**src/sv/bsct_pkg.sv**
```systemverilog
package bsct_pkg;

  // Button codes as they arrive on the input channel.
  localparam logic [2:0] BTN_NONE   = 3'd0;
  localparam logic [2:0] BTN_A      = 3'd1;
  localparam logic [2:0] BTN_A_LONG = 3'd2;
  localparam logic [2:0] BTN_B      = 3'd3;
  localparam logic [2:0] BTN_B_LONG = 3'd4;
  localparam logic [2:0] BTN_C      = 3'd5;

  // Codes of the run_state result field.
  localparam logic [2:0] RS_RESET    = 3'd0;
  localparam logic [2:0] RS_STARTED  = 3'd1;
  localparam logic [2:0] RS_STOPPED  = 3'd2;
  localparam logic [2:0] RS_TIMESET  = 3'd3;
  localparam logic [2:0] RS_FINISHED = 3'd4;

  // Configuration register indexes.
  localparam logic [2:0] CFG_SECONDS_LIMIT   = 3'd0;
  localparam logic [2:0] CFG_MINUTES_LIMIT   = 3'd1;
  localparam logic [2:0] CFG_FINISH_HOLD     = 3'd2;
  localparam logic [2:0] CFG_INITIAL_MINUTES = 3'd3;
  localparam logic [2:0] CFG_INITIAL_SECONDS = 3'd4;

  localparam logic [16:0] FINISH_MAX = 17'h1FFFF;

  typedef enum logic [4:0] {
    MODE_RESET    = 5'b00001,
    MODE_STARTED  = 5'b00010,
    MODE_STOPPED  = 5'b00100,
    MODE_TIMESET  = 5'b01000,
    MODE_FINISHED = 5'b10000
  } mode_t;

  typedef struct packed {
    logic [7:0]  seconds_limit;
    logic [7:0]  minutes_limit;
    logic [15:0] finish_hold_ms;
  } bsct_cfg_t;

  typedef struct packed {
    logic [2:0] run_state;
    logic       edit_field;
    logic [7:0] shown_minutes;
    logic [7:0] shown_seconds;
    logic       save_strobe;
    logic [7:0] preset_minutes_out;
    logic [7:0] preset_seconds_out;
  } bsct_res_t;

  typedef struct packed {
    logic [2:0] quot;
    logic [5:0] rem;
  } sec_split_t;

  // Splits an 8-bit seconds value into whole minutes (0 to 4) and leftover seconds.
  function automatic sec_split_t sec_split(input logic [7:0] s);
    sec_split_t r;
    if (s >= 8'd240) begin
      r.quot = 3'd4;
      r.rem  = 6'(s - 8'd240);
    end else if (s >= 8'd180) begin
      r.quot = 3'd3;
      r.rem  = 6'(s - 8'd180);
    end else if (s >= 8'd120) begin
      r.quot = 3'd2;
      r.rem  = 6'(s - 8'd120);
    end else if (s >= 8'd60) begin
      r.quot = 3'd1;
      r.rem  = 6'(s - 8'd60);
    end else begin
      r.quot = 3'd0;
      r.rem  = s[5:0];
    end
    return r;
  endfunction

  // One edit step on a minutes or seconds value, wrapping at the limit.
  function automatic logic [7:0] edit_value(input logic [7:0] v, input logic [7:0] limit,
                                            input logic [2:0] btn);
    logic [8:0]  up10;
    logic [7:0]  r;
    up10 = {1'b0, v} + 9'd10;
    unique case (btn)
      BTN_A:      r = (v < limit) ? v + 8'd1 : 8'd0;
      BTN_A_LONG: r = (up10 < {1'b0, limit}) ? up10[7:0] : 8'd0;
      BTN_B:      r = (v > 8'd0) ? v - 8'd1 : limit;
      BTN_B_LONG: r = (v > 8'd10) ? v - 8'd10 : limit;
      default:    r = v;
    endcase
    return r;
  endfunction

  function automatic logic [2:0] mode_code(input mode_t m);
    logic [2:0] r;
    unique case (m)
      MODE_RESET:    r = RS_RESET;
      MODE_STARTED:  r = RS_STARTED;
      MODE_STOPPED:  r = RS_STOPPED;
      MODE_TIMESET:  r = RS_TIMESET;
      MODE_FINISHED: r = RS_FINISHED;
      default:       r = RS_RESET;
    endcase
    return r;
  endfunction

endpackage

```
**src/sv/bsct_ifs.sv**
```systemverilog
interface bsct_in_if;
  logic       valid;
  logic       ready;
  logic       tick;
  logic [2:0] button;

  modport source (output valid, output tick, output button, input ready);
  modport sink (input valid, input tick, input button, output ready);
endinterface

interface bsct_out_if;
  logic       valid;
  logic       ready;
  logic [2:0] run_state;
  logic       edit_field;
  logic [7:0] shown_minutes;
  logic [7:0] shown_seconds;
  logic       save_strobe;
  logic [7:0] preset_minutes_out;
  logic [7:0] preset_seconds_out;

  modport source (output valid, output run_state, output edit_field, output shown_minutes,
                  output shown_seconds, output save_strobe, output preset_minutes_out,
                  output preset_seconds_out, input ready);
  modport sink (input valid, input run_state, input edit_field, input shown_minutes,
                input shown_seconds, input save_strobe, input preset_minutes_out,
                input preset_seconds_out, output ready);
endinterface

```
**src/sv/bsct_core.sv**
```systemverilog
module bsct_core #(
  parameter int TICKS_PER_SECOND = 1000
) (
  input  logic               clk,
  input  logic               rst_n,
  input  logic               step,
  input  logic               tick,
  input  logic [2:0]         button,
  input  bsct_pkg::bsct_cfg_t cfg,
  output bsct_pkg::bsct_res_t res
);
  import bsct_pkg::*;

  localparam int SUB_W = (TICKS_PER_SECOND > 1) ? $clog2(TICKS_PER_SECOND) : 1;
  localparam logic [SUB_W-1:0] SUB_TOP = SUB_W'(TICKS_PER_SECOND - 1);
  localparam logic [SUB_W-1:0] SUB_ONE = SUB_W'(1);

  // The remaining time is held as minutes, seconds and sub-second ticks, plus a
  // flag for the one negative value it can reach.
  mode_t          mode_r, mode_nxt;
  logic           edit_r, edit_nxt;
  logic [7:0]     cur_min_r, cur_min_nxt, cur_sec_r, cur_sec_nxt;
  logic [7:0]     pre_min_r, pre_min_nxt, pre_sec_r, pre_sec_nxt;
  logic           neg_r, neg_nxt;
  logic [8:0]     rem_min_r, rem_min_nxt;
  logic [5:0]     rem_sec_r, rem_sec_nxt;
  logic [SUB_W-1:0] rem_sub_r, rem_sub_nxt;
  logic [16:0]    fin_cnt_r, fin_cnt_nxt;
  logic           strobe;
  logic [2:0]     btn;
  sec_split_t     sp;

  always_comb begin
    mode_nxt    = mode_r;
    edit_nxt    = edit_r;
    cur_min_nxt = cur_min_r;
    cur_sec_nxt = cur_sec_r;
    pre_min_nxt = pre_min_r;
    pre_sec_nxt = pre_sec_r;
    neg_nxt     = neg_r;
    rem_min_nxt = rem_min_r;
    rem_sec_nxt = rem_sec_r;
    rem_sub_nxt = rem_sub_r;
    fin_cnt_nxt = fin_cnt_r;
    strobe      = 1'b0;
    btn         = (button > BTN_C) ? BTN_NONE : button;
    sp          = sec_split(pre_sec_r);

    if (tick) begin
      if (mode_r == MODE_STARTED && !neg_r) begin
        if (rem_min_r == 9'd0 && rem_sec_r == 6'd0 && rem_sub_r == '0) begin
          neg_nxt = 1'b1;
        end else if (rem_sub_r != '0) begin
          rem_sub_nxt = rem_sub_r - SUB_ONE;
        end else begin
          rem_sub_nxt = SUB_TOP;
          if (rem_sec_r != 6'd0) begin
            rem_sec_nxt = rem_sec_r - 6'd1;
          end else begin
            rem_sec_nxt = 6'd59;
            rem_min_nxt = rem_min_r - 9'd1;
          end
        end
      end else if (mode_r == MODE_FINISHED && fin_cnt_r != FINISH_MAX) begin
        fin_cnt_nxt = fin_cnt_r + 17'd1;
      end
    end

    if (btn != BTN_NONE) begin
      unique case (mode_r)
        MODE_RESET: begin
          if (btn == BTN_A) begin
            mode_nxt = MODE_STARTED;
          end else if (btn == BTN_C) begin
            mode_nxt = MODE_TIMESET;
          end
        end
        MODE_STARTED: begin
          if (btn == BTN_A) begin
            mode_nxt = MODE_STOPPED;
          end
        end
        MODE_STOPPED: begin
          if (btn == BTN_A) begin
            mode_nxt = MODE_STARTED;
          end else if (btn == BTN_B || btn == BTN_C) begin
            neg_nxt     = 1'b0;
            rem_min_nxt = {1'b0, pre_min_r} + {6'd0, sp.quot};
            rem_sec_nxt = sp.rem;
            rem_sub_nxt = '0;
            cur_min_nxt = pre_min_r;
            cur_sec_nxt = pre_sec_r;
            edit_nxt    = 1'b0;
            mode_nxt    = (btn == BTN_C) ? MODE_TIMESET : MODE_RESET;
          end
        end
        MODE_TIMESET: begin
          if (!edit_r) begin
            if (btn == BTN_C) begin
              edit_nxt = 1'b1;
            end else begin
              cur_sec_nxt = edit_value(cur_sec_r, cfg.seconds_limit, btn);
            end
          end else if (btn == BTN_C) begin
            // Save the edited time as the new preset and restart from it.
            sp          = sec_split(cur_sec_r);
            pre_min_nxt = cur_min_r;
            pre_sec_nxt = cur_sec_r;
            strobe      = 1'b1;
            neg_nxt     = 1'b0;
            rem_min_nxt = {1'b0, cur_min_r} + {6'd0, sp.quot};
            rem_sec_nxt = sp.rem;
            rem_sub_nxt = '0;
            edit_nxt    = 1'b0;
            mode_nxt    = MODE_RESET;
          end else begin
            cur_min_nxt = edit_value(cur_min_r, cfg.minutes_limit, btn);
          end
        end
        MODE_FINISHED: begin
          neg_nxt     = 1'b0;
          rem_min_nxt = {1'b0, pre_min_r} + {6'd0, sp.quot};
          rem_sec_nxt = sp.rem;
          rem_sub_nxt = '0;
          cur_min_nxt = pre_min_r;
          cur_sec_nxt = pre_sec_r;
          edit_nxt    = 1'b0;
          mode_nxt    = MODE_RESET;
        end
        default: begin
          mode_nxt = mode_r;
        end
      endcase
    end

    if (mode_nxt == MODE_STARTED) begin
      if (neg_nxt) begin
        mode_nxt    = MODE_FINISHED;
        fin_cnt_nxt = 17'd0;
      end else if (rem_min_nxt > 9'd255) begin
        cur_min_nxt = 8'd255;
        cur_sec_nxt = 8'd59;
      end else begin
        cur_min_nxt = rem_min_nxt[7:0];
        cur_sec_nxt = {2'b00, rem_sec_nxt};
      end
    end else if (mode_nxt == MODE_FINISHED && fin_cnt_nxt > {1'b0, cfg.finish_hold_ms}) begin
      // Only reached from finished, so the preset is the stored one.
      neg_nxt     = 1'b0;
      rem_min_nxt = {1'b0, pre_min_r} + {6'd0, sp.quot};
      rem_sec_nxt = sp.rem;
      rem_sub_nxt = '0;
      cur_min_nxt = pre_min_r;
      cur_sec_nxt = pre_sec_r;
      edit_nxt    = 1'b0;
      mode_nxt    = MODE_RESET;
    end

    res.run_state          = mode_code(mode_nxt);
    res.edit_field         = edit_nxt;
    res.shown_minutes      = cur_min_nxt;
    res.shown_seconds      = cur_sec_nxt;
    res.save_strobe        = strobe;
    res.preset_minutes_out = pre_min_nxt;
    res.preset_seconds_out = pre_sec_nxt;
  end

  always_ff @(posedge clk) begin
    if (!rst_n) begin
      mode_r    <= MODE_RESET;
      edit_r    <= 1'b0;
      cur_min_r <= 8'd0;
      cur_sec_r <= 8'd0;
      pre_min_r <= 8'd0;
      pre_sec_r <= 8'd0;
      neg_r     <= 1'b0;
      rem_min_r <= 9'd0;
      rem_sec_r <= 6'd0;
      rem_sub_r <= '0;
      fin_cnt_r <= 17'd0;
    end else if (step) begin
      mode_r    <= mode_nxt;
      edit_r    <= edit_nxt;
      cur_min_r <= cur_min_nxt;
      cur_sec_r <= cur_sec_nxt;
      pre_min_r <= pre_min_nxt;
      pre_sec_r <= pre_sec_nxt;
      neg_r     <= neg_nxt;
      rem_min_r <= rem_min_nxt;
      rem_sec_r <= rem_sec_nxt;
      rem_sub_r <= rem_sub_nxt;
      fin_cnt_r <= fin_cnt_nxt;
    end
  end

endmodule

```
**src/sv/button_set_countdown_timer_top.sv**
```systemverilog
// Minutes:seconds countdown timer driven by millisecond ticks and button events.
// Each item on in_ch carries a tick flag (one millisecond has passed) and a
// button code; for every item exactly one result item leaves on out_ch with the
// run state, the field being edited, the shown time, a save strobe and the
// preset that should be written to nonvolatile storage when the strobe is set.
// Both channels use a valid/ready handshake. An item is captured in an input
// register, worked on by the core and written to an output register, which
// offers its result on out_ch. One item is taken every cycle while the
// receiver does not stall; the state update in the core sets that rate.
// While the receiver stalls, the result waits in the output register, one
// more item can sit in the input register, and in_ch.ready drops only when
// both are full. Synchronous reset (rst_n low) empties both registers,
// returns the limits and hold time to 59, 99 and 5000, and puts the timer in
// reset mode with a zero preset. Writes to the initial preset indexes are
// ignored, so a preset of zero always follows reset. The user must write
// configuration on the cfg_ port only while no item is in flight; the block
// does not enforce this.
module button_set_countdown_timer_top #(
  parameter int TICKS_PER_SECOND = 1000
) (
  input  logic              clk,
  input  logic              rst_n,
  bsct_in_if.sink           in_ch,
  bsct_out_if.source        out_ch,
  input  logic              cfg_we,
  input  logic [2:0]        cfg_index,
  input  logic [15:0]       cfg_wdata
);
  import bsct_pkg::*;

  bsct_cfg_t  cfg_r;
  logic       s1_valid_r;
  logic       s1_tick_r;
  logic [2:0] s1_button_r;
  logic       out_valid_r;
  bsct_res_t  out_res_r;
  bsct_res_t  core_res;
  logic       advance;

  // The worked item moves on when the output register is empty or being read.
  assign advance     = s1_valid_r && (!out_valid_r || out_ch.ready);
  assign in_ch.ready = !s1_valid_r || advance;

  always_ff @(posedge clk) begin
    if (!rst_n) begin
      cfg_r.seconds_limit  <= 8'd59;
      cfg_r.minutes_limit  <= 8'd99;
      cfg_r.finish_hold_ms <= 16'd5000;
    end else if (cfg_we) begin
      unique case (cfg_index)
        CFG_SECONDS_LIMIT: cfg_r.seconds_limit  <= cfg_wdata[7:0];
        CFG_MINUTES_LIMIT: cfg_r.minutes_limit  <= cfg_wdata[7:0];
        CFG_FINISH_HOLD:   cfg_r.finish_hold_ms <= cfg_wdata;
        default:           cfg_r                <= cfg_r;
      endcase
    end
  end

  always_ff @(posedge clk) begin
    if (!rst_n) begin
      s1_valid_r <= 1'b0;
    end else if (in_ch.ready) begin
      s1_valid_r <= in_ch.valid;
    end
  end

  always_ff @(posedge clk) begin
    if (in_ch.valid && in_ch.ready) begin
      s1_tick_r   <= in_ch.tick;
      s1_button_r <= in_ch.button;
    end
  end

  bsct_core #(
    .TICKS_PER_SECOND(TICKS_PER_SECOND)
  ) u_core (
    .clk    (clk),
    .rst_n  (rst_n),
    .step   (advance),
    .tick   (s1_tick_r),
    .button (s1_button_r),
    .cfg    (cfg_r),
    .res    (core_res)
  );

  always_ff @(posedge clk) begin
    if (!rst_n) begin
      out_valid_r <= 1'b0;
    end else if (advance) begin
      out_valid_r <= 1'b1;
    end else if (out_ch.ready) begin
      out_valid_r <= 1'b0;
    end
  end

  always_ff @(posedge clk) begin
    if (advance) begin
      out_res_r <= core_res;
    end
  end

  assign out_ch.valid              = out_valid_r;
  assign out_ch.run_state          = out_res_r.run_state;
  assign out_ch.edit_field         = out_res_r.edit_field;
  assign out_ch.shown_minutes      = out_res_r.shown_minutes;
  assign out_ch.shown_seconds      = out_res_r.shown_seconds;
  assign out_ch.save_strobe        = out_res_r.save_strobe;
  assign out_ch.preset_minutes_out = out_res_r.preset_minutes_out;
  assign out_ch.preset_seconds_out = out_res_r.preset_seconds_out;

endmodule
```
**src/flat_wrapper.sv**
```systemverilog
// flat-port wrapper written by rule: the top's interface ports become plain ports
module button_set_countdown_timer_top_flat import bsct_pkg::*;
#(
  parameter int TICKS_PER_SECOND = 1000
)
  (clk, rst_n, cfg_we, cfg_index, cfg_wdata, in_ch_valid, in_ch_tick, in_ch_button, in_ch_ready, out_ch_valid, out_ch_run_state, out_ch_edit_field, out_ch_shown_minutes, out_ch_shown_seconds, out_ch_save_strobe, out_ch_preset_minutes_out, out_ch_preset_seconds_out, out_ch_ready);
  bsct_in_if in_ch_i ();
  bsct_out_if out_ch_i ();
  input  logic clk;
  input  logic rst_n;
  input  logic cfg_we;
  input  logic [2:0] cfg_index;
  input  logic [15:0] cfg_wdata;
  input wire logic [$bits(in_ch_i.valid)-1:0] in_ch_valid;
  input wire logic [$bits(in_ch_i.tick)-1:0] in_ch_tick;
  input wire logic [$bits(in_ch_i.button)-1:0] in_ch_button;
  output wire logic [$bits(in_ch_i.ready)-1:0] in_ch_ready;
  output wire logic [$bits(out_ch_i.valid)-1:0] out_ch_valid;
  output wire logic [$bits(out_ch_i.run_state)-1:0] out_ch_run_state;
  output wire logic [$bits(out_ch_i.edit_field)-1:0] out_ch_edit_field;
  output wire logic [$bits(out_ch_i.shown_minutes)-1:0] out_ch_shown_minutes;
  output wire logic [$bits(out_ch_i.shown_seconds)-1:0] out_ch_shown_seconds;
  output wire logic [$bits(out_ch_i.save_strobe)-1:0] out_ch_save_strobe;
  output wire logic [$bits(out_ch_i.preset_minutes_out)-1:0] out_ch_preset_minutes_out;
  output wire logic [$bits(out_ch_i.preset_seconds_out)-1:0] out_ch_preset_seconds_out;
  input wire logic [$bits(out_ch_i.ready)-1:0] out_ch_ready;
  assign in_ch_i.valid = in_ch_valid;
  assign in_ch_i.tick = in_ch_tick;
  assign in_ch_i.button = in_ch_button;
  assign in_ch_ready = in_ch_i.ready;
  assign out_ch_valid = out_ch_i.valid;
  assign out_ch_run_state = out_ch_i.run_state;
  assign out_ch_edit_field = out_ch_i.edit_field;
  assign out_ch_shown_minutes = out_ch_i.shown_minutes;
  assign out_ch_shown_seconds = out_ch_i.shown_seconds;
  assign out_ch_save_strobe = out_ch_i.save_strobe;
  assign out_ch_preset_minutes_out = out_ch_i.preset_minutes_out;
  assign out_ch_preset_seconds_out = out_ch_i.preset_seconds_out;
  assign out_ch_i.ready = out_ch_ready;
  button_set_countdown_timer_top #(.TICKS_PER_SECOND(TICKS_PER_SECOND)) u_core (.clk(clk), .rst_n(rst_n), .in_ch(in_ch_i), .out_ch(out_ch_i), .cfg_we(cfg_we), .cfg_index(cfg_index), .cfg_wdata(cfg_wdata));
endmodule
```
**config.mk**
```make
export PLATFORM = sky130hd
export DESIGN_NAME = button_set_countdown_timer_top_flat
export DESIGN_NICKNAME = d
export VERILOG_FILES = /design/src/sv/bsct_pkg.sv /design/src/sv/bsct_ifs.sv /design/src/sv/bsct_core.sv /design/src/sv/button_set_countdown_timer_top.sv /design/src/flat_wrapper.sv
export SDC_FILE = /design/constraint.sdc
export NUM_CORES = 1
export LEC_CHECK = 0
export ABC_AREA = 1
export BUFFER_PORTS_ARGS = -buffer_cell sky130_fd_sc_hd__buf_2
export CAP_MARGIN = 40
export CORE_MARGIN = 4
export CORE_UTILIZATION = 35
export DETAILED_ROUTE_END_ITERATION = 10
export SETUP_SLACK_MARGIN = 0.1
export SLEW_MARGIN = 10
export SYNTH_ARGS = -nofsm -noshare
export SYNTH_HDL_FRONTEND = slang
export SYNTH_HIERARCHICAL = 1
export SYNTH_SLANG_ARGS = --single-unit
```
**constraint.sdc**
```tcl
create_clock -name clk -period 4.3 [get_ports clk]
set_input_delay 0.645 -clock clk [delete_from_list [all_inputs] [get_ports clk]]
set_output_delay 0.645 -clock clk [all_outputs]
set_load 0.1 [all_outputs]
```
==> Word-level counts from Yosys, hierarchy flattened <==
Index checks and enable logic that the tools add are counted.
{ "totals": {"ff_bits": 156, "input_bits": 28, "output_inout_bits": 39, "wordCells": 245} }
{ "classes": {"n_addsub": 23, "order_cmp": 19, "eq_ne": 19, "muxes": 134, "reduce_logical": 25} }
{ "ops": {"columns": ["op", "n"], "rows": [
  ["$mux 8", 37],
  ["$mux 9", 22],
  ["$mux 10", 11],
  ["$mux 17", 5],
  ["$mux 6", 13],
  ["$pmux 8 s4", 2],
  ["$mux 5", 11],
  ["$pmux 8 s3", 2],
  ["$sub 6x6->6 const B", 8],
  ["$ge 8x8->1 const B", 4],
  ["$pmux 10 s3", 1],
  ["$add 8x3->9", 3],
  ["$pmux 9 s3", 1],
  ["$pmux 5 s5", 1],
  ["$mux 1", 20],
  ["$add 8x4->9 const B", 2],
  ["$lt 9x8->1", 2],
  ["$pmux 6 s3", 1],
  ["$add 17x1->17 const B", 1],
  ["$gt 17x16->1", 1],
  ["$ne 17x17->1 const B", 1],
  ["$add 8x1->8 const B", 2],
  ["$ge 8x6->1 const B", 2],
  ["$ge 8x7->1 const B", 2],
  ["other kinds (36)", 65]
]} }

==> Depth between registers and ports, before layout <==
Gate-level depths: netlist (run 1).
{ "depth": {"ltp_word": 18, "depth_mapped": 29, "ltp_nobuf": 29} }

==> Modules after synthesis <==
Netlist (run 1), hierarchy kept.
{ "modules_own_cells": {"columns": ["mod", "instances", "cells_per_inst", "area_per_inst_um2", "seq_area_each_um2"], "rows": [
  ["bsct_core", 1, 2001, 11174.5, 1621.6],
  ["button_set_countdown_timer_top", 1, 238, 2616.3, 1911.8]
]} }

==> Worst setup path after synthesis (run 1) <==
No wires, ideal clock.
{ "synth_path": {"kind": "reg-to-reg", "from": "reg u_core.out_valid_r (netlist: u_core/out_ch.valid)", "to": "reg u_core.u_core.rem_min_r[8]", "setup_time_ps": 132, "arrival_time_ps": 3714, "required_time_ps": 4168, "path_slack_ps": 454, "stages_incl_launch_ff": 7, "n_path_buf": 2, "synth_period_minus_slack_ps": 3846, "cell_sequence": "dfxtp_1 -> a21oi_1 -> inv_2 -> buf_1 -> clkbuf_1 -> nand2_1 -> a21oi_1"} }
{ "synth_between": {"elab_chain_len": 3} }
{ "synth_rtl": {"columns": ["item", "line_no", "source"], "rows": [
  ["start, declared", "button_set_countdown_timer_top.sv:35", "logic out_valid_r;"],
  ["start signal, assigned", "button_set_countdown_timer_top.sv:88", "out_valid_r <= 1'b0;"],
  ["start signal, assigned", "button_set_countdown_timer_top.sv:90", "out_valid_r <= 1'b1;"],
  ["start signal, assigned", "button_set_countdown_timer_top.sv:92", "out_valid_r <= 1'b0;"],
  ["$logic_not 1->1", "button_set_countdown_timer_top.sv:41", "assign advance = s1_valid_r && (!out_valid_r || out_ch.ready);"],
  ["$logic_or 1x1->1", "button_set_countdown_timer_top.sv:41", null],
  ["$logic_and 1x1->1", "button_set_countdown_timer_top.sv:41", null],
  ["net u_core.advance", "button_set_countdown_timer_top.sv:38", "logic advance;"],
  ["end signal, assigned", "bsct_core.sv:189", "rem_min_r <= rem_min_nxt;"],
  ["end, declared", "bsct_core.sv:25", "logic [8:0] rem_min_r, rem_min_nxt;"]
]} }
The timed path passes the listed nets, and every way through them passes these cells.
A chain may end at the register's enable or synchronous reset.

==> results of run 1 <==
## layer usage
metal	vias up	global-route usage (%)
met5	-	0
met4	0	7.13
met3	88	2.98
met2	623	38.2
met1	6954	31.2
li1	7382	-
## through the flow
step / hold slack, ps / total power [mW] / setup WS (ps) / util [%] / instance area (sq um)
after floorplan: 442 / 2.52 / 454 / - / 13800
after global placement: 453 / 2.84 / 211 / 38.1 / 14800
after detailed placement: 462 / 2.85 / 157 / 38.2 / 14800
after CTS: 351 / 4.50 / 110 / 39.9 / 15500
after global routing: 356 / 4.73 / 87.3 / 40.2 / 15600
final: 368 / 4.50 / 388 / 40.2 / 15600
## worst paths after layout
path,cells after the start,slack [ps],endpoint,from
max,22,390,u_core/out_ch.shown_minutes[1]$_DFFE_PP_,u_core/u_core/fin_cnt_r[0]$_SDFFE_PN0P_
min,1,370,u_core/s1_button_r[2]$_DFFE_PP_,in_ch_button[2]
max reg2reg,22,390,u_core/out_ch.shown_minutes[1]$_DFFE_PP_,u_core/u_core/fin_cnt_r[0]$_SDFFE_PN0P_
min reg2reg,2,470,u_core/cfg_r[7]$_SDFFE_PN1P_,u_core/cfg_r[7]$_SDFFE_PN1P_
## final cells by class
type | count | area, sq um
Fill cell | 4168 | 23200
Multi-Input combinational cell | 1698 | 8790
Sequential cell | 156 | 3540
Inverter | 297 | 1110
Timing Repair Buffer | 128 | 892
Tap cell | 518 | 648
Clock buffer | 24 | 524
Clock inverter | 8 | 103
## critical path: cells and delay by family, from the launching register on
family | cells | cell delay, ps
fa+ha+maj | 3 | 750
xor+xnor | 1 | 110
buf+inv | 1 | 260
flops | 1 | 350
simple gates | 17 | 2300
## timing repair
item	4_1_cts	5_1_grt
hold endpoints to repair	0	0
setup buffers	0	3
resized for setup	0	18
setup endpoints to repair	0	61
## power by group
group | leakage [nW] | switching, mW | total, mW | internal [mW]
clock network | 0.311 | 0.674 | 1.65 | 0.975
registers | 1.34 | 0.0821 | 1.66 | 1.58
logic | 6.02 | 0.855 | 1.19 | 0.336
total | 7.66 | 1.61 | 4.50 | 2.89
## cell families after synthesis
family | Yosys count | share of synthesized area (%)
fa+ha+maj | 94 | 8.69
flops | 156 | 25.6
xor+xnor | 47 | 2.98
buf+inv | 385 | 11.2
compound gates | 310 | 12.3
simple gates | 1247 | 39.2
## sequential cells by signal, summed over array words and instances, names as in the netlist
name                              flops
u_core/s1_button_r                    3
u_core/out_ch.edit_field              1
u_core/out_ch.save_strobe             1
u_core/out_ch.shown_seconds           8
u_core/u_core/neg_r                   1
u_core/out_ch.preset_minutes_out      8
u_core/out_ch.valid                   1
u_core/u_core/edit_r                  1
u_core/u_core/mode_r                  5
u_core/out_ch.shown_minutes           8
u_core/u_core/pre_sec_r               8
u_core/cfg_r                         32
u_core/u_core/pre_min_r               8
u_core/u_core/cur_min_r               8
u_core/u_core/rem_sub_r              10
u_core/u_core/rem_sec_r               6
u_core/out_ch.run_state               3
u_core/u_core/cur_sec_r               8
u_core/s1_tick_r                      1
u_core/out_ch.preset_seconds_out      8
u_core/s1_valid_r                     1
u_core/u_core/rem_min_r               9
u_core/u_core/fin_cnt_r              17
## placed cells by master, fill, tap and decap left out, types with 3 or more instances in the layout
| cell | netlist | routed |
|---|---|---|
| inv_2 | 15 | 16 |
| nor3_2 | 0 | 3 |
| clkbuf_8 | 0 | 3 |
| nor2_2 | 14 | 17 |
| clkinv_1 | 3 | 3 |
| buf_12 | 0 | 4 |
| nand3_1 | 259 | 257 |
| buf_4 | 7 | 53 |
| dfxtp_1 | 115 | 112 |
| nand3b_1 | 13 | 13 |
| inv_1 | 279 | 278 |
| dfxtp_2 | 0 | 3 |
| clkbuf_16 | 0 | 20 |
| o31ai_1 | 4 | 4 |
| buf_2 | 20 | 67 |
| o21ai_0 | 107 | 107 |
| o211ai_1 | 4 | 4 |
| xor2_1 | 36 | 36 |
| nor2_4 | 6 | 7 |
| a211oi_1 | 3 | 3 |
| edfxtp_1 | 41 | 41 |
| nor2_1 | 223 | 219 |
| nand4_1 | 45 | 45 |
| or2_2 | 5 | 5 |
| a21oi_1 | 159 | 158 |
| nor3_1 | 14 | 10 |
| xnor2_1 | 11 | 11 |
| ha_1 | 91 | 91 |
| nand3_2 | 8 | 9 |
| fa_1 | 3 | 3 |
| nand2_2 | 5 | 5 |
| nand2_1 | 643 | 643 |
| a221oi_1 | 15 | 15 |
==> flow_summary.json, run 1 <==
{
  "crit_chain": "ha_1, nand2_1, nor2_2, nand3_2, nor3_2, ha_1, nor2_1, nand2_2, nor2_1, nand2_1, nor2_1, xor2_1, ha_1, nand4_1, nor3_1, nand4_1, nand3_4, nand2_1, nor2_4, buf_4, nand2_1, nand3_1",
  "post_drt_wl_per_cell_um": 17.4,
  "antenna_left": 0,
  "grt_pass1_vias": 14263,
  "drc": 0,
  "synth_async_sr_flop_share_pct": 0,
  "arrival_ps": 4210,
  "grt_usage_pct": 23.0,
  "seq_area_frac_synth_pct": 25.6,
  "synth_area_sq_mm": 0.0138,
  "start_util_pct": 35.5,
  "coreArea_sq_mm": 0.0388,
  "postCtsHoldBufs": 0,
  "fmax_ghz": 0.256,
  "antennaDiodeCount": 0,
  "antenna_found_initial": 0,
  "syn_area_per_cell_sq_um": 6.16,
  "power_per_cell_area_mw_per_mm2": 288,
  "yosysMostFrequentCell": "nand2_1",
  "maxCapViolCount": 0,
  "wl_met2_mm": 22.8,
  "io_pins": 67,
  "synth_area_leaders": "nand2_1, dfxtp_1, nand3_1, edfxtp_1, ha_1",
  "clkLatencyLatePin_ps": 450,
  "wl_met3_mm": 3.54,
  "clk_pin_slew_ps": 70,
  "vias_per_cell": 5.32,
  "worstSetupPathType": "reg -> reg",
  "die_y_um": 207,
  "dr.pass1.iters": 6,
  "synth.distinct_cells": 55,
  "worstSetupEndpointType": "register",
  "die-area_sq_mm": 0.0426,
  "rsz0062_at_grt": "no",
  "drt-initial-drc-count": 1805,
  "setup_viol": 0,
  "synthFlopType": "dfxtp_1",
  "m1WireLength_mm": 21.6,
  "die_w_um": 207,
  "fin_nets": 2420,
  "dp_hpwl_mm": 37.0,
  "min_period_ps": 3910,
  "finalCritPeriodShare_pct": 91.0,
  "hold_viol": 0,
  "synth_edf_count": 41,
  "grt_pass1_wl_mm": 77.8,
  "fin_setup_tns_ps": 0,
  "max_slew_margin_pct": 41.8,
  "gr-total-overflow": 0,
  "gp_congestion": 0.946,
  "syn-instance-count": 2239,
  "dpl.cell_count": 2792,
  "yosysTopAreaCell": "nand2_1",
  "rows": 72,
  "drv_slew": 0,
  "clockBufferDepth": 2,
  "synth_top_area_share_pct": 17.5,
  "crit_path_top_delay_cell": "dfxtp_2",
  "synth_seq_cells": 156,
  "outcome": "completed",
  "critPathMaxFanout": 9,
  "area_growth_syn_to_layout_pct": 13.2,
  "worst_pin_slew_ps": 870,
  "hp-class": "in -> reg",
  "crit_path_frequent_cell": "nand2_1",
  "fin_cells": 2829,
  "synthTopCellsByCount": "nand2_1, inv_1, nand3_1",
  "clock_sinks": 156,
  "yosys_warnings": 6,
  "drt-total-wl_mm": 49.2,
  "cts_made_buffers": 17,
  "fin_skew_ps": 15.3,
  "critPathLaunchType": "register",
  "critPathMaxStageDelay_ps": 350,
  "cts-root-buf": "clkbuf_16",
  "power.leakage_nw": 7.66,
  "top_layer": "met4",
  "layout-drive-gt1-share_pct": 10.1,
  "crit_required_ps": 4600,
  "portBuffers": 66,
  "grt_max_degree": 68,
  "htreeDepth": 4,
  "irDropWorstVdd_uv": 269,
  "syn-num-nets": 2361,
  "num_vias": 15047,
  "cts_tree": "built"
}
Power figures use the tool's default switching activity.
==> run 2: changes to the inputs <==
--- a/config.mk
+++ b/config.mk
@@ -13,5 +13,5 @@
 export DETAILED_ROUTE_END_ITERATION = 10
 export SETUP_SLACK_MARGIN = 0.1
-export SLEW_MARGIN = 10
+export SLEW_MARGIN = 15
 export SYNTH_ARGS = -nofsm -noshare
 export SYNTH_HDL_FRONTEND = slang
==> constraint.sdc (replaced) <==
create_clock -name clk -period 4.3 [get_ports clk]
set_input_delay 0.645 -clock clk [delete_from_list [all_inputs] [get_ports clk]]
set_output_delay 0.645 -clock clk [all_outputs]
set_load 0.005 [all_outputs]
==> flow_summary.json, run 2 (synthesis gave the netlist of run 1 again) <==
{
  "maxCapViolCount": 0,
  "placed_area_sq_mm": 0.0148,
  "antennaDiodeCount": 0,
  "grt_pass1_wl_mm": 77.3,
  "die_w_um": 207,
  "io_pins": 67,
  "top_register": "u_core/cfg_r",
  "worstSetupEndpointType": "register",
  "min_period_ps": 3980,
  "p_clk_share_pct": 36.3,
  "drt-total-wl_mm": 49.2,
  "worstSetupPathType": "reg -> reg",
  "dr.pass1.iters": 8,
  "cts_made_buffers": 17,
  "crit_required_ps": 4690,
  "clock_sinks": 156,
  "grt_pass1_vias": 14213,
  "fin_setup_tns_ps": 0,
  "crit_path_top_delay_cell": "dfxtp_2",
  "cts_tree": "built",
  "clkLatencyLatePin_ps": 460,
  "rows": 72,
  "die_y_um": 207,
  "antenna_found_initial": 0,
  "critPathMaxFanout": 10,
  "dp_hpwl_mm": 37.0,
  "crit_chain": "ha_1, nand2_1, nor2_2, nand3_2, nor3_2, ha_1, nor2_1, inv_1, nor3_2, inv_1, nor3_2, xor2_1, inv_1, ha_1, nand4_1, nor4_1, nand3_1, nand2_2, nor2_4, buf_4, nor3_4, buf_12, nand2_1, a21oi_1",
  "hold_viol": 0,
  "swShare_pct": 34.9,
  "num_vias": 15078,
  "finalCritPeriodShare_pct": 92.6,
  "hp-class": "in -> reg",
  "antenna_left": 0,
  "fin_total_pwr_mw": 4.25,
  "critPathMaxStageDelay_ps": 350,
  "p_comb_share_pct": 24.7,
  "reg2reg_from": "u_core/u_core/fin_cnt_r[0]$_SDFFE_PN0P_",
  "post_drt_wl_per_cell_um": 17.4,
  "holdWs_ps": 355,
  "fmax_ghz": 0.251,
  "final_common_cell": "nand2_1",
  "grt_max_degree": 67,
  "reg2reg_to": "u_core/u_core/rem_sub_r[6]$_SDFFE_PN0P_",
  "min_path_cells": 1,
  "cts-root-buf": "clkbuf_16",
  "clk_pin_slew_ps": 70,
  "setup_viol": 0,
  "fin_cells": 2831,
  "setup_ws_ps": 318,
  "critPathLaunchType": "register",
  "worstRegToRegCells": 24,
  "grt_usage_pct": 22.9,
  "internal-power_mw": 2.77,
  "dpl.cell_count": 2792,
  "layout-drive-gt1-share_pct": 10.1,
  "power_per_cell_area_mw_per_mm2": 273,
  "worst_pin_slew_ps": 767,
  "outcome": "completed",
  "post-place-ws_ps": 211,
  "rsz0062_at_grt": "no",
  "stdcell_area_sq_mm": 0.0156,
  "die-area_sq_mm": 0.0426,
  "final_cell_mix": "nand2_1, inv_1, nand3_1, nor2_1, a21oi_1",
  "clockBufferDepth": 2,
  "area_growth_syn_to_layout_pct": 12.9,
  "top_regs": "u_core/cfg_r: 32 flops, u_core/u_core/fin_cnt_r: 17 flops, u_core/u_core/rem_sub_r: 10 flops",
  "whs_endpoint": "u_core/s1_button_r[2]$_DFFE_PP_",
  "seqPwrFrac_pct": 39.1,
  "power.leakage_nw": 7.63,
  "htreeDepth": 4,
  "n_fill_cell": 4199,
  "path_buf_inv": 5,
  "r2r_slack_ps": 320,
  "drt-initial-drc-count": 1459,
  "hold_start": "in_ch_button[2]",
  "path_delay_family": "simple AND/OR/NAND/NOR gates",
  "drc": 0,
  "gr-total-overflow": 0,
  "max_slew_margin_pct": 48.7,
  "p_sw_mw": 1.48,
  "vias_per_cell": 5.33,
  "gp_congestion": 0.946,
  "final_util_pct": 40.1,
  "fin_skew_ps": 14.6,
  "fin_nets": 2422,
  "arrival_ps": 4370,
  "coreArea_sq_mm": 0.0388,
  "portBuffers": 66,
  "irDropWorstVdd_uv": 279,
  "start_util_pct": 35.5,
  "largest_reg_flops": 32,
  "drv_slew": 0
}
[run 2: what timing repair did]
item,in CTS,in global routing
endpoints found under the setup margin,0,60
hold buffers,0,0
buffers inserted,0,4
resized for setup,0,18
[run 2: area by class of cell]
cell class | instances | area, sq um | area share (%)
clock buffers | 21 | 472 | 3.03
clock inverters | 11 | 109 | 0.699
inverters | 297 | 1110 | 7.16
multi-input cells | 1698 | 8770 | 56.4
flip-flops and latches | 156 | 3540 | 22.7
well taps | 518 | 648 | 4.16
repair buffers | 130 | 911 | 5.85
[run 2: worst max path at each step]
stage,from,end,slack (ps),cells past startpoint
2_1_floorplan,out_ch_ready,u_core/u_core/rem_min_r[8]$_SDFFE_PN0P_,600,7
3_3_place_gp,u_core/u_core/fin_cnt_r[0]$_SDFFE_PN0P_,u_core/u_core/cur_sec_r[2]$_SDFFE_PN0P_,210,24
3_5_place_dp,u_core/u_core/fin_cnt_r[0]$_SDFFE_PN0P_,u_core/u_core/rem_sub_r[0]$_SDFFE_PN0P_,210,23
4_1_cts,u_core/u_core/fin_cnt_r[0]$_SDFFE_PN0P_,u_core/u_core/rem_sub_r[0]$_SDFFE_PN0P_,140,23
5_1_grt,u_core/u_core/fin_cnt_r[0]$_SDFFE_PN0P_,u_core/u_core/rem_sub_r[0]$_SDFFE_PN0P_,70,24
6_report,u_core/u_core/fin_cnt_r[0]$_SDFFE_PN0P_,u_core/u_core/rem_sub_r[6]$_SDFFE_PN0P_,320,24
[run 2: metal layers]
| layer | vias up | share of wire [%] | global-route usage [%] |
|---|---|---|---|
| met5 | - | 0 | 0 |
| met4 | 0 | 2.9 | 8.01 |
| met3 | 102 | 7.7 | 3.56 |
| met2 | 615 | 46 | 37.5 |
| met1 | 6975 | 44 | 30.8 |
| li1 | 7386 | - | - |
[run 2: power by group through the flow]
stage / Combinational (mW) / Clock, mW / Sequential (mW)
floorplan: 0.716 / 0 / 1.66
global placement: 1.00 / 0 / 1.69
detailed placement: 1.02 / 0 / 1.69
CTS: 1.03 / 1.58 / 1.66
global route: 1.17 / 1.63 / 1.67
finish: 1.05 / 1.54 / 1.66
[run 2: worst reg2reg max path, delay by kind of cell (launching register included)]
family / cells / cell delay (ps)
flops: 1 / 350
fa+ha+maj: 3 / 690
buf+inv: 5 / 560
xor+xnor: 1 / 180
compound gates: 1 / 130
simple gates: 14 / 2010
==> run 3: changes to the inputs <==
RECOVER_POWER = 100   (was not set)
==> flow_summary.json, run 3 (synthesis gave the netlist of run 1 again) <==
{
  "top_register": "u_core/cfg_r",
  "clockBufferDepth": 2,
  "vias_per_cell": 5.35,
  "drc": 0,
  "outcome": "finished, violations left",
  "drt-initial-drc-count": 1527,
  "cts-root-buf": "clkbuf_16",
  "antennaDiodeCount": 0,
  "power_per_cell_area_mw_per_mm2": 275,
  "largest_reg_flops": 32,
  "start_util_pct": 35.5,
  "clock_sinks": 156,
  "portBuffers": 66,
  "area_growth_syn_to_layout_pct": 11.9,
  "final_util_pct": 39.8,
  "gr-total-overflow": 0,
  "crit_required_ps": 4680,
  "hp-class": "in -> reg",
  "setup_ws_ps": 325,
  "irDropWorstVdd_uv": 275,
  "drv_slew": 105,
  "clk_pin_slew_ps": 70,
  "dp_hpwl_mm": 37.0,
  "swShare_pct": 34.9,
  "gp_congestion": 0.946,
  "seqPwrFrac_pct": 39.2,
  "min_period_ps": 3980,
  "cts_made_buffers": 17,
  "fmax_ghz": 0.252,
  "fin_total_pwr_mw": 4.24,
  "grt_pass1_vias": 14213,
  "n_fill_cell": 4239,
  "clkLatencyLatePin_ps": 460,
  "critPathLaunchType": "register",
  "num_vias": 15154,
  "arrival_ps": 4360,
  "grt_pass1_wl_mm": 77.3,
  "hold_viol": 0,
  "worst_pin_slew_ps": 1800,
  "top_regs": "u_core/cfg_r: 32 flops, u_core/u_core/fin_cnt_r: 17 flops, u_core/u_core/rem_sub_r: 10 flops",
  "violations": "capacitance limit, slew limit",
  "post_drt_wl_per_cell_um": 17.4,
  "fin_setup_tns_ps": 0,
  "layout-drive-gt1-share_pct": 8.00,
  "setup_viol": 0,
  "drt-total-wl_mm": 49.3,
  "grt_max_degree": 67,
  "coreArea_sq_mm": 0.0388,
  "finalCritPeriodShare_pct": 92.4,
  "dr.pass1.iters": 6,
  "critPathMaxFanout": 10,
  "die-area_sq_mm": 0.0426,
  "cts_tree": "built",
  "maxCapViolCount": 2,
  "io_pins": 67,
  "internal-power_mw": 2.76,
  "r2r_slack_ps": 320,
  "fin_nets": 2422,
  "grt_usage_pct": 22.9,
  "p_comb_share_pct": 24.5,
  "rsz0062_at_grt": "no",
  "p_sw_mw": 1.48,
  "die_w_um": 207,
  "rows": 72,
  "p_clk_share_pct": 36.3,
  "die_y_um": 207,
  "final_cell_mix": "nand2_1, inv_1, nand3_1, nor2_1, a21oi_1",
  "post-place-ws_ps": 211,
  "worstSetupPathType": "reg -> reg",
  "htreeDepth": 4,
  "max_slew_margin_pct": -20.2,
  "antenna_found_initial": 0,
  "worstSetupEndpointType": "register",
  "antenna_left": 0,
  "fin_skew_ps": 10.2,
  "power.leakage_nw": 7.50,
  "final_common_cell": "nand2_1"
}
==> run 3: worst max-delay path, stage by stage (launching register included) <==
cell and delay [ps]:
dfxtp_2 350, ha_1 210, nand2_1 80, nor2_2 50
nand3_2 90, nor3_2 50, ha_1 190, nor2_1 120
inv_1 80, nor3_2 240, inv_1 100, nor3_2 160
xor2_1 180, inv_1 70, ha_1 290, nand4_1 120
nor4_1 330, nand3_1 250, nand2_1 190, nor2_4 80
clkbuf_1 130, nor3_4 200, buf_12 150, nand2_1 50
a21oi_1 130
==> run 3: stage by stage <==
step / cells / cell area, sq um / hold WS, ps
2_1_floorplan: 2239 / 13800 / 442
3_3_place_gp: 2788 / 14800 / 453
3_5_place_dp: 2792 / 14800 / 457
4_1_cts: 2824 / 15400 / 336
5_1_grt: 2831 / 15400 / 339
6_report: 2831 / 15400 / 361
==> run 3: timing repair <==
action,in CTS,in global routing
resized for setup,0,18
hold buffers,0,0
endpoints found under the setup margin,0,60
setup buffers,0,4
endpoints found under the hold margin,0,0
==> run 3: layer usage <==
metal / global-route usage (%) / vias up / share of wire, %
met2: 37.5 / 695 / 45
met5: 0 / - / 0
met4: 8.01 / 0 / 3.3
li1: - / 7391 / -
met3: 3.56 / 120 / 7.9
met1: 30.8 / 6948 / 43
==> run 3: final timing paths <==
check	start	end	depth (start not counted)
setup / recovery	u_core/u_core/fin_cnt_r[0]$_SDFFE_PN0P_	u_core/u_core/rem_sub_r[6]$_SDFFE_PN0P_	24
hold / removal	in_ch_button[1]	u_core/s1_button_r[1]$_DFFE_PP_	1
setup reg to reg	u_core/u_core/fin_cnt_r[0]$_SDFFE_PN0P_	u_core/u_core/rem_sub_r[6]$_SDFFE_PN0P_	24
hold reg to reg	u_core/cfg_r[22]$_SDFFE_PN1P_	u_core/cfg_r[22]$_SDFFE_PN1P_	2
==> run 3: cell type report <==
cell class / instances / area [sq um] / share of cell area, %
clock inverter: 11 / 109 / 0.705
tap: 518 / 648 / 4.20
sequential: 156 / 3540 / 22.9
timing repair buffer: 130 / 826 / 5.35
inverter: 297 / 1110 / 7.22
multi-input combinational: 1698 / 8730 / 56.6
clock buffer: 21 / 472 / 3.06
==> run 3: power groups by stage <==
stage,Combinational (mW),Clock (mW),Sequential (mW)
final,1.04,1.54,1.66
after global routing,1.16,1.63,1.67
after CTS,1.03,1.58,1.66
after detailed placement,1.02,0,1.69
after global placement,1.00,0,1.69
after floorplan,0.716,0,1.66
